[config.mk]
export PLATFORM = sky130hd
export DESIGN_NAME = fat_table_cluster_bitmap_core
export DESIGN_NICKNAME = d
export VERILOG_FILES = /design/src/rtl/ftcb_pkg.sv /design/src/rtl/fat_table_cluster_bitmap_core.sv
export SDC_FILE = /design/constraint.sdc
export NUM_CORES = 1
export LEC_CHECK = 0
export ABC_AREA = 0
export ABC_CLOCK_PERIOD_IN_PS = 4760
export BUFFER_PORTS_ARGS = -buffer_cell sky130_fd_sc_hd__buf_2
export CORE_MARGIN = 4
export CORE_UTILIZATION = 45
export DETAILED_ROUTE_END_ITERATION = 10
export GPL_ROUTABILITY_DRIVEN = 0
export MAX_ROUTING_LAYER = met4
export RECOVER_POWER = 25
export SLEW_MARGIN = 20
export SYNTH_ARGS = -nofsm -noshare
export SYNTH_HDL_FRONTEND = slang
export SYNTH_SLANG_ARGS = --single-unit
[constraint.sdc]
create_clock -name clk -period 4.76 [get_ports clk]
set_input_delay 0.952 -clock clk [delete_from_list [all_inputs] [get_ports clk]]
set_output_delay 0.952 -clock clk [all_outputs]
set_load 0.1 [all_outputs]
[src/rtl/ftcb_pkg.sv]
// Types and constants of the FAT cluster usage bitmap core
package ftcb_pkg;

  // one table byte per beat
  typedef struct packed {
    logic [7:0] table_byte;
    logic       first_byte;
  } in_beat_t;

  // one map byte per beat
  typedef struct packed {
    logic [7:0]  map_byte;
    logic        map_last;
    logic [15:0] used_count;
  } out_beat_t;

  // position of a byte inside an entry (FAT16) or entry pair (FAT12)
  typedef enum logic [1:0] {
    PH_LO  = 2'd0,
    PH_MID = 2'd1,
    PH_HI  = 2'd2
  } phase_t;

  localparam logic [15:0] BAD16 = 16'hFFF7;
  localparam logic [11:0] BAD12 = 12'hFF7;

  localparam int CFG_W    = 16;
  localparam int CFG_IDX_W = 1;
  localparam logic [CFG_IDX_W-1:0] CFG_FAT_TYPE      = 1'd0;
  localparam logic [CFG_IDX_W-1:0] CFG_CLUSTER_COUNT = 1'd1;

endpackage

[src/rtl/fat_table_cluster_bitmap_core.sv]
// FAT cluster usage bitmap core: top level
// Input channel (in_valid / in_stall / in_data): raw FAT bytes in disk order,
// one per beat; first_byte marks byte zero and restarts the scan at any time.
// Output channel (out_valid / out_stall / out_data): one map byte per eight
// data clusters, lowest cluster in bit 0, with the running used count. The
// byte that holds the final cluster carries map_last and ends the scan; bytes
// after it are dropped until the next first_byte.
// Config port (cfg_we / cfg_index / cfg_wdata): index 0 fat_type (0 = FAT12,
// 1 = FAT16), index 1 cluster_count. Write only while the block is idle.
// Throughput: one byte per cycle while the output is not stalled. The input
// register feeds the unpack, classify and pack logic, which loads the output
// register with the map byte when the table byte that completes it advances.
// Stall: a stalled output beat holds; the input register keeps taking bytes
// until it is also full, then in_stall rises in the same cycle.
// Reset (rst_n low, synchronous): both channels empty, scan idle,
// fat_type = FAT16, cluster_count = 0.
module fat_table_cluster_bitmap_core
  import ftcb_pkg::*;
(
  input  logic                 clk,
  input  logic                 rst_n,
  input  logic                 in_valid,
  output logic                 in_stall,
  input  in_beat_t             in_data,
  output logic                 out_valid,
  input  logic                 out_stall,
  output out_beat_t            out_data,
  input  logic                 cfg_we,
  input  logic [CFG_IDX_W-1:0] cfg_index,
  input  logic [CFG_W-1:0]     cfg_wdata
);

  // config
  logic        fat16_r;
  logic [15:0] ccount_r;

  // input register
  logic     s1_valid_r;
  in_beat_t s1_data_r;

  // scan state
  phase_t      phase_r, phase_nxt;
  logic [7:0]  part_r, part_nxt;
  logic [16:0] idx_r, idx_nxt;
  logic [2:0]  bitp_r, bitp_nxt;
  logic [7:0]  acc_r, acc_nxt;
  logic [15:0] used_r, used_nxt;
  logic        done_r, done_nxt;

  // output register
  logic      out_valid_r;
  out_beat_t out_data_r;

  logic        advance;
  logic        in_accept;
  logic        take;
  logic [15:0] entry;
  logic        emit;
  out_beat_t   res;

  // effective state after a possible restart
  phase_t      eff_phase;
  logic [7:0]  eff_part;
  logic [16:0] eff_idx;
  logic [2:0]  eff_bitp;
  logic [7:0]  eff_acc;
  logic [15:0] eff_used;
  logic        eff_done;

  assign advance   = s1_valid_r && (!out_valid_r || !out_stall);
  assign in_stall  = s1_valid_r && !advance;
  assign in_accept = in_valid && !in_stall;
  assign out_valid = out_valid_r;
  assign out_data  = out_data_r;

  always_comb begin
    if (s1_data_r.first_byte) begin
      eff_phase = PH_LO;
      eff_part  = '0;
      eff_idx   = '0;
      eff_bitp  = '0;
      eff_acc   = '0;
      eff_used  = '0;
      eff_done  = (ccount_r == 16'd0);
    end else begin
      eff_phase = phase_r;
      eff_part  = part_r;
      eff_idx   = idx_r;
      eff_bitp  = bitp_r;
      eff_acc   = acc_r;
      eff_used  = used_r;
      eff_done  = done_r;
    end
  end

  // next state: byte phase, partial entry and the completed entry
  always_comb begin
    phase_nxt = eff_phase;
    part_nxt  = eff_part;
    take      = 1'b0;
    entry     = '0;
    if (!eff_done) begin
      if (eff_phase == PH_LO) begin
        part_nxt  = s1_data_r.table_byte;
        phase_nxt = PH_MID;
      end else if (fat16_r) begin
        // any later phase is the high byte
        phase_nxt = PH_LO;
        take      = 1'b1;
        entry     = {s1_data_r.table_byte, eff_part};
      end else begin
        case (eff_phase)
          PH_MID: begin
            phase_nxt = PH_HI;
            part_nxt  = {4'd0, s1_data_r.table_byte[7:4]};
            take      = 1'b1;
            entry     = {4'd0, s1_data_r.table_byte[3:0], eff_part};
          end
          default: begin
            phase_nxt = PH_LO;
            part_nxt  = '0;
            take      = 1'b1;
            entry     = {4'd0, s1_data_r.table_byte, eff_part[3:0]};
          end
        endcase
      end
    end
  end

  // classify and pack
  always_comb begin
    logic reserved;
    logic used;
    logic last;
    idx_nxt  = eff_idx;
    bitp_nxt = eff_bitp;
    acc_nxt  = eff_acc;
    used_nxt = eff_used;
    done_nxt = eff_done;
    emit     = 1'b0;
    res      = '0;
    reserved = (eff_idx[16:1] == 16'd0);
    used     = (entry != 16'd0) && (entry != (fat16_r ? BAD16 : {4'd0, BAD12}));
    last     = eff_idx >= ({1'b0, ccount_r} + 17'd1);
    if (take) begin
      idx_nxt = eff_idx + 17'd1;
      if (!reserved) begin
        if (used) begin
          acc_nxt  = eff_acc | (8'd1 << eff_bitp);
          used_nxt = eff_used + 16'd1;
        end
        bitp_nxt = eff_bitp + 3'd1;
        if ((eff_bitp == 3'd7) || last) begin
          emit           = 1'b1;
          res.map_byte   = acc_nxt;
          res.map_last   = last;
          res.used_count = used_nxt;
          acc_nxt        = '0;
          bitp_nxt       = '0;
          done_nxt       = eff_done | last;
        end
      end
    end
  end

  always_ff @(posedge clk) begin
    if (!rst_n) begin
      fat16_r     <= 1'b1;
      ccount_r    <= '0;
      s1_valid_r  <= 1'b0;
      phase_r     <= PH_LO;
      part_r      <= '0;
      idx_r       <= '0;
      bitp_r      <= '0;
      acc_r       <= '0;
      used_r      <= '0;
      done_r      <= 1'b1;
      out_valid_r <= 1'b0;
    end else begin
      if (cfg_we) begin
        case (cfg_index)
          CFG_FAT_TYPE:      fat16_r  <= cfg_wdata[0];
          CFG_CLUSTER_COUNT: ccount_r <= cfg_wdata[15:0];
          default: ;
        endcase
      end
      if (in_accept) begin
        s1_valid_r <= 1'b1;
      end else if (advance) begin
        s1_valid_r <= 1'b0;
      end
      if (advance) begin
        phase_r <= phase_nxt;
        part_r  <= part_nxt;
        idx_r   <= idx_nxt;
        bitp_r  <= bitp_nxt;
        acc_r   <= acc_nxt;
        used_r  <= used_nxt;
        done_r  <= done_nxt;
      end
      if (advance && emit) begin
        out_valid_r <= 1'b1;
      end else if (!out_stall) begin
        out_valid_r <= 1'b0;
      end
    end
  end

  // payload registers
  always_ff @(posedge clk) begin
    if (in_accept) begin
      s1_data_r <= in_data;
    end
    if (advance && emit) begin
      out_data_r <= res;
    end
  end

endmodule

; Word-level counts from Yosys, hierarchy flattened
; Cells that the tools add are included.
[classes]
n_mux = 43
n_reduce_logical = 19
n_lt_le_gt_ge = 1
n_shift = 1
add_sub_neg = 4
n_eq_ne = 4
n_bitwise = 5
[op_table]
columns = op, count
row1 = $mux 16, 8
row2 = $mux 8, 9
row3 = $mux 17, 2
row4 = $logic_not 16->1, 2
row5 = $add 16x1->17 const B, 1
row6 = $add 17x1->17 const B, 1
row7 = $ge 17x17->1, 1
row8 = $add 16x1->16 const B, 1
row9 = $ne 16x16->1, 1
row10 = $reduce_bool 16->1, 1
row11 = $mux 1, 13
row12 = $mux 12, 1
row13 = $mux 3, 4
row14 = $mux 2, 5
row15 = $or 8x8->8, 1
row16 = $shl 1x3->8 const A, 1
row17 = $logic_and 1x1->1, 5
row18 = $logic_not 1->1, 4
row19 = $mux 4, 1
row20 = $reduce_and 2->1, 2
row21 = $add 3x1->3 const B, 1
row22 = $eq 3x3->1 const B, 1
row23 = $not 1->1, 3
row24 = $reduce_or 3->1, 1
row25 = other kinds (6), 7
[word_totals]
out_inout_bits = 27
reg_bits = 108
input_bits = 31
word_cells = 93

; Longest topological paths before layout
; Gate-level depths: netlist of run 1.
[depth]
depth_word = 12
mapped_depth = 13

; Worst setup path after synthesis of run 1
; OpenSTA, ideal clock, no wires.
[synth_path]
path_type = register to register
start = register s1_data_r[0] (netlist bit)
end = register out_data_r (netlist bit out_data[0]), enable pin
arrival_ns = 3.207
setup_time_ns = 0.380
stages_incl_launch_ff = 13
period_less_slack_ns = 3.586
path_buffers = 4
slack_ns = 1.174
cell_sequence = edfxtp_1 clkbuf_1 buf_2 buf_1 clkbuf_1 nor2_1 ha_1 nand4_1 nor3_1 o311ai_1 nand4_1 nand2_1 inv_1
[synth_between]
elab_chain_cells = 7
[synth_rtl]
columns = element, line
row1 = from (decl), fat_table_cluster_bitmap_core.sv:39  ; in_beat_t s1_data_r;
row2 = from (signal assigned), fat_table_cluster_bitmap_core.sv:212  ; s1_data_r <= in_data;
row3 = $mux 17 or $mux 3 (tied branches), fat_table_cluster_bitmap_core.sv:77  ; if (s1_data_r.first_byte) begin
row4 = $ge 17x17->1 or $eq 3x3->1 (tied branches), "fat_table_cluster_bitmap_core.sv:144, fat_table_cluster_bitmap_core.sv:153"
row5 = $logic_or 1x1->1, fat_table_cluster_bitmap_core.sv:153  ; if ((eff_bitp == 3'd7) || last) begin
row6 = $mux 1, fat_table_cluster_bitmap_core.sv:153
row7 = $mux 1, fat_table_cluster_bitmap_core.sv:147  ; if (!reserved) begin
row8 = $mux 1 *, fat_table_cluster_bitmap_core.sv:145  ; if (take) begin
row9 = $logic_and 1x1->1 *, fat_table_cluster_bitmap_core.sv:214  ; if (advance && emit) begin
row10 = to (signal assigned), fat_table_cluster_bitmap_core.sv:215  ; out_data_r <= res;
row11 = to (decl), fat_table_cluster_bitmap_core.sv:52  ; out_beat_t out_data_r;
; Every way passes the cells marked *; elsewhere a longest branch is shown, timed or not.
; A chain may end at the register's enable or synchronous reset.

; Worst setup path after layout of run 1
[layout_path]
start = register ccount_r[0]
end = register out_data_r (netlist bit out_data[22]) (data pin)
[layout_between]
elab_chain_cells = 6
[layout_rtl]
columns = element, line
row1 = from (decl), fat_table_cluster_bitmap_core.sv:35  ; logic [15:0] ccount_r;
row2 = from (signal assigned), fat_table_cluster_bitmap_core.sv:183  ; CFG_CLUSTER_COUNT: ccount_r <= cfg_wdata[15:0];
row3 = "parallel branches: the longest is 6 deep, another holds $add 16x1->17", -
; Several ways; the timed one is not identified.

==> reports/results.ini, run 1 <==
[power_and_ir_drop]
p_total_w=0.00186
p_leak_nw=2.30
powerDensity_nw_per_um2=275
peakVddDrop_v=0.000154

[sta]
drv_slew=49
period_share_pct=80.9
hold_viol_final=0
maxClockFrequency_mhz=260
rsz0062_at_grt=no
fin_tns_setup_ps=0
skew_ps=7.87
finalSetupViolations=0
slew_headroom_pct=-45.6
worst_hold_slack_ps=491
period_needed_ps=3850
worstMarginPinSlew_ps=2180

[floorplan]
fp.dieW_um=125
fp-row-count=42
placeableCoreArea_um2=13300
dieHeight_um=125
die_area_um2=15500
ioPinCount=58
start_util_pct=46.0

[synth]
synth-seq-area-share_pct=41.0
yosysWarnings=0
synth_area_per_cell_um2=8.74
synth.ff_latch_count=108
synth-edff-count=34
synth_cell_types=74
synth-compound-area-share_pct=16.6
synth_flop_cell=dfxtp_1
syn-cell-area_um2=6110
synth.area.mux_share_pct=1.06
ys_async_sr_fraction_pct=0
synthAdderAreaFrac_pct=5.53
synth_top_family_by_area=simple AND/OR/NAND/NOR gates
postSynthCellCount=699
synth_simple_gate_area_share_pct=27.3
synth_xor_area_share_pct=4.59
syn_nets=757

[setup_path]
worst_setup_path_end_kind=flip-flop
cp_max_fo=16
critPathKind=flip-flop to flip-flop
critical_path.startpoint=ccount_r[0]
r2r-start=ccount_r[0]
reg2reg_to=out_data[22]
rr_worst_depth=13
cp_num_cells=13
startpoint_type=flip-flop
path_delay_family=simple AND/OR/NAND/NOR gates
worstPathRequired_ps=4870
crit_chain=ha_1, nand4_1, nor3_1, nand3_1, xor2_1, ha_1, and3_1, o21ai_0, nor2b_1, nand4_1, nand2_1, buf_4, nor2_1
critPathCapture=out_data[22]
crit_buf_inv=1
arrival_ps=3970
reg2reg_setup_slack_ps=910
crit_slowest_cell=nand2_1
max_stage_delay_ps=490

[clock_network]
ctsHoldBuffers=0
ctsResizeCount=0
cts.htree.levels=3
cts_setup_buffers=0
path_clk_slew_ps=70
clk_latency_ps=360
cts_sinks=108
cts_buffer_depth=2
cts_buffers=9
cts-root-buf=clkbuf_16
cts_tree=done

[status]
violations=max-capacitance violations, max-slew violations
status=finished with violations

[layout]
final_util_pct=51.1
num-fill-cells=1224
seq_area_um2=2500
area_growth_pct=11.1
drive_gt1_share_pct=12.7
diodes=0
multiInputGateArea_um2=3370
layout.nets=795
instances_no_fill=918

[global_route]
grt_max_degree=49
grt-ovfl-total=0
grt_pass1_vias=4926
antenna_found_initial=0
grtUsageTotal_pct=19.4
grt_pass1_wl_um=24100

[route]
ant_nets=0
first_pass_iters=5
drtIter0Drc=325
drc=0
viasPerCell=5.68
wl_um=14700
wl_per_cell_um=16.1
vias=5218

[hold_path]
hold_class=flip-flop to flip-flop

[placement]
placed_cells=902
port_buffers=57
place_hpwl_um=10600

[run]
maxCapViolCount=1

## layer usage
metal  track usage [%]  wire [um]
met3              3.99        748
met1              25.2       6970
met2              29.6       6690
met4              7.74        335
met5                 -          0
## Yosys cell counts, types with 13 or more instances
| library cell | n | area share, % |
|---|---|---|
| edfxtp_1 | 34 | 17 |
| inv_1 | 17 | 1.0 |
| dfxtp_1 | 74 | 24 |
| ha_1 | 27 | 5.5 |
| nand4_1 | 18 | 1.8 |
| nor2_1 | 54 | 3.3 |
| clkbuf_1 | 23 | 1.4 |
| nand2_1 | 113 | 6.9 |
| nor4_1 | 17 | 1.7 |
| a21oi_1 | 60 | 4.9 |
| xnor2_1 | 20 | 2.9 |
| nor2b_1 | 22 | 2.3 |
| o21ai_0 | 17 | 1.4 |
| or3_1 | 13 | 1.3 |
| nand3_1 | 23 | 1.9 |
## registers in the layout, indices dropped and copies added (netlist names), 2 cells and up
| name | cells |
|---|---|
| idx_r | 17 |
| bitp_r | 3 |
| acc_r | 8 |
| out_data | 25 |
| phase_r | 2 |
| ccount_r | 16 |
| s1_data_r | 9 |
| part_r | 8 |
| used_r | 16 |
## how the worst min path moves through the flow
stage               from   endpoint  slack [ps]  depth (start not counted)
2_1_floorplan  bitp_r[0]  bitp_r[0]         460                          2
3_3_place_gp   bitp_r[0]  bitp_r[0]         480                          2
3_5_place_dp    acc_r[7]   acc_r[7]         480                          1
4_1_cts         acc_r[7]   acc_r[7]         490                          1
5_1_grt         acc_r[7]   acc_r[7]         500                          1
6_report        acc_r[7]   acc_r[7]         490                          1
## logic make-up (layout without fill, tap and decap cells)
| group | Yosys count | in the layout |
|---|---|---|
| adder cells (fa/ha/maj) | 27 | 27 |
| flip-flops | 108 | 108 |
| AND/OR/NAND/NOR | 322 | 322 |
| XOR/XNOR | 32 | 32 |
| buffers and inverters | 54 | 97 |
| AO/OA/AOI/OAI | 150 | 150 |
| multiplexers | 6 | 6 |
## per-stage QoR
step	area, um2	worst slack [ps]
2_1_floorplan	6110	1170
3_3_place_gp	6490	1110
3_5_place_dp	6490	964
4_1_cts	6800	947
5_1_grt	6790	652
6_report	6790	908
## worst reg2reg max path, stage by stage, from the launching register on
cell,delay [ps]
dfxtp_1,390
ha_1,230
nand4_1,200
nor3_1,360
nand3_1,150
xor2_1,160
ha_1,300
and3_1,160
o21ai_0,210
nor2b_1,180
nand4_1,410
nand2_1,490
buf_4,290
nor2_1,80
## placed cells by master (no fill, tap or decap), types with 6 or more instances in the layout
| cell | n |
|---|---|
| xnor2_1 | 20 |
| nand2_1 | 113 |
| or3_1 | 13 |
| nor2_1 | 54 |
| o21ai_0 | 17 |
| buf_4 | 6 |
| clkbuf_16 | 10 |
| nand4_1 | 18 |
| a22oi_1 | 8 |
| nor3_1 | 6 |
| or4_1 | 6 |
| buf_2 | 49 |
| nand3_1 | 23 |
| clkbuf_1 | 9 |
| nor4_1 | 17 |
| xor2_1 | 12 |
| edfxtp_1 | 34 |
| nor2b_1 | 22 |
| ha_1 | 27 |
| dfxtp_1 | 74 |
| and3_1 | 12 |
| a21oi_1 | 60 |
| inv_1 | 17 |
| o31ai_1 | 7 |
## power by group
part,switching (W),internal [W],leakage (nW)
Combinational,0.0000722,0.0000424,1.29
Clock,0.000349,0.000417,0.150
Sequential,0.0000218,0.000962,0.860
## layout make-up
cell class / instances / area share, %
clock buffers: 12 / 4.09
clock inverters: 4 / 0.442
inverters: 17 / 0.940
multi-input cells: 537 / 49.6
flip-flops and latches: 108 / 36.9
well taps: 176 / 3.24
repair buffers: 64 / 4.77
Power figures use the tool's default switching activity.
==> inputs of run 2 (changes only) <==
Settings changed: ABC_CLOCK_PERIOD_IN_PS 4760 to 3200, PLACE_DENSITY set to 0.66.
Clock period 4.76 ns to 3.2 ns, I/O delays scaled along.
==> reports/results.ini, run 2 (synthesis results as in run 1) <==
[global_route]
grt-ovfl-total=0  ; unchanged
grt_max_degree=52  ; was 49
grt_pass1_wl_um=24500  ; was 24100 um
grt_pass1_vias=5028  ; was 4926
grtUsageTotal_pct=19.3  ; was 19.4%
antenna_found_initial=0  ; unchanged

[setup_path]
critPathKind=flip-flop to flip-flop  ; unchanged
cp_max_fo=5  ; was 16
arrival_ps=3210  ; was 3970 ps
startpoint_type=flip-flop  ; unchanged
worstPathRequired_ps=3480  ; was 4870 ps
crit_slowest_cell=dfxtp_4  ; was nand2_1
worst_setup_path_end_kind=flip-flop  ; unchanged
crit_buf_inv=3  ; was 1
path_delay_family=simple AND/OR/NAND/NOR gates  ; unchanged
crit_chain=ha_4, nand4_1, buf_4, nor2_1, nand2_1, xor2_1, ha_1, a21oi_1, o21a_1, o21ba_2, nand4_1, buf_4, buf_4, or3_4, a21oi_2  ; was ha_1, nand4_1, nor3_1, nand3_1, xor2_1, ha_1, and3_1, o21ai_0, nor2b_1, nand4_1, nand2_1, buf_4, nor2_1
crit_top_cell=buf_4
r2r-start=ccount_r[1]  ; was ccount_r[0]
critical_path.startpoint=ccount_r[1]  ; was ccount_r[0]
max_stage_delay_ps=380  ; was 490 ps

[power_and_ir_drop]
pwr-share-clk_pct=40.4  ; was 41.1%
power_frac_seq_pct=52.8  ; about the same
p_int_w=0.00211  ; was 0.00142 W
powerDensity_nw_per_um2=393  ; was 275 nW/um2
p_leak_nw=2.42  ; was 2.30 nW
p_comb_share_pct=6.8  ; was 6.1%
peakVddDrop_v=0.000216  ; was 0.000154 V
p_sw_share_pct=23.6  ; was 23.8%
switchingPower_w=0.000652  ; was 0.000443 W

[clock_network]
cts.htree.levels=3  ; unchanged
cts_buffers=9  ; unchanged
cts_tree=done  ; unchanged
clk_latency_ps=360  ; about the same
cts-root-buf=clkbuf_16  ; unchanged
cts_sinks=108  ; unchanged
cts_buffer_depth=2  ; unchanged
path_clk_slew_ps=70  ; about the same

[route]
wl_per_cell_um=15.6  ; was 16.1 um
vias=5335  ; was 5218
drc=0  ; unchanged
first_pass_iters=5  ; unchanged
viasPerCell=5.66  ; was 5.68
wl_um=14700  ; about the same
ant_nets=0  ; unchanged
drtIter0Drc=397  ; was 325

[layout]
layout.nets=819  ; was 795
drive_gt1_share_pct=17.0  ; was 12.7%
layout_commonest_cell=nand2_1  ; unchanged
area_growth_pct=15.2  ; was 11.1%
largest_reg_flops=25  ; unchanged
diodes=0  ; unchanged
finalInstanceArea_um2=7040  ; was 6790 um2
instances_no_fill=942  ; was 918
mostFrequentLayoutCells=112 x nand2_1, 70 x dfxtp_1, 59 x a21oi_1, 54 x nor2_1, 49 x buf_2  ; was 113 x nand2_1, 74 x dfxtp_1, 60 x a21oi_1, 54 x nor2_1, 49 x buf_2

[floorplan]
dieHeight_um=125  ; unchanged
start_util_pct=46.0  ; unchanged
placeableCoreArea_um2=13300  ; unchanged
fp-row-count=42  ; unchanged
die_area_um2=15500  ; unchanged
fp.dieW_um=125  ; unchanged
ioPinCount=58  ; unchanged

[sta]
period_share_pct=91.5  ; was 80.9%
maxClockFrequency_mhz=342  ; was 260 MHz
slew_headroom_pct=22.6  ; was -45.6%
finalSetupViolations=0  ; unchanged
worstMarginPinSlew_ps=1170  ; was 2180 ps
hold_viol_final=0  ; unchanged
skew_ps=11.5  ; was 7.87 ps
drv_slew=0  ; was 49
fin_tns_setup_ps=0  ; unchanged
finalWorstSetupSlack_ps=272  ; was 908 ps
period_needed_ps=2930  ; was 3850 ps
rsz0062_at_grt=no  ; unchanged

[run]
maxCapViolCount=0  ; was 1

[hold_path]
holdCritStartpoint=in_data[5]  ; was acc_r[7]
hold_class=input port to flip-flop  ; was flip-flop to flip-flop

[placement]
pre_cts_ws_ps=35.5  ; was 964 ps
placed_area_um2=6650  ; was 6490 um2
placed_cells=920  ; was 902
place_hpwl_um=10600  ; about the same
port_buffers=57  ; unchanged

[status]
status=finished clean  ; was finished with violations

-- run 2: final cells by class --
cell class / count / area (um2)
timing repair buffer: 88 / 518
multi-input combinational: 537 / 3430
clock inverter: 6 / 63.8
tap: 176 / 220
clock buffer: 10 / 229
inverter: 17 / 67.6
sequential: 108 / 2510
fill: 1251 / 6260
-- run 2: stage by stage --
stage          utilization (%)  hold WS [ps]  total power (W)
4_1_cts                   52.3           443          0.00278
3_3_place_gp              50.0           480          0.00167
5_1_grt                   52.9           449          0.00287
2_1_floorplan                -           463          0.00161
3_5_place_dp              50.0           485          0.00167
6_report                  52.9           457          0.00276
-- run 2: metal layers --
layer / share of wire (%) / track usage, % / routed length, um / up-vias
li1: - / - / - / 2667
met1: 46 / 24.9 / 6790 / 2495
met2: 46 / 30.1 / 6780 / 144
met3: 5.0 / 3.13 / 727 / 29
met4: 2.5 / 8.51 / 369 / 0
met5: 0 / - / 0 / -
-- run 2: timing repair --
action | 4_1_cts | 5_1_grt
buffers inserted | 1 | 5
resized for setup | 0 | 16
pin swaps | 1 | 9
hold buffers | 0 | 0
setup endpoints to repair | 3 | 57
-- run 2: worst reg2reg max path: cells and delay by family (launching register included) --
| family | cells | cell delay, ps |
|---|---|---|
| compound gates | 4 | 510 |
| xor+xnor | 1 | 150 |
| fa+ha+maj | 2 | 450 |
| buf+inv | 3 | 540 |
| flops | 1 | 380 |
| simple gates | 5 | 820 |
-- run 2: final timing paths --
kind             endpoint  slack, ps  depth (start not counted)
max             bitp_r[0]        270                         15
min          s1_data_r[5]        460                          1
max reg2reg     bitp_r[0]        270                         15
min reg2reg   ccount_r[7]        490                          2
-- run 2: power by group through the flow --
stage | clock network (W) | registers (W) | logic, W
final | 0.00112 | 0.00146 | 0.000188
after global routing | 0.00120 | 0.00146 | 0.000211
after CTS | 0.00114 | 0.00146 | 0.000183
after detailed placement | 0 | 0.00149 | 0.000181
after global placement | 0 | 0.00149 | 0.000177
after floorplan | 0 | 0.00148 | 0.000124
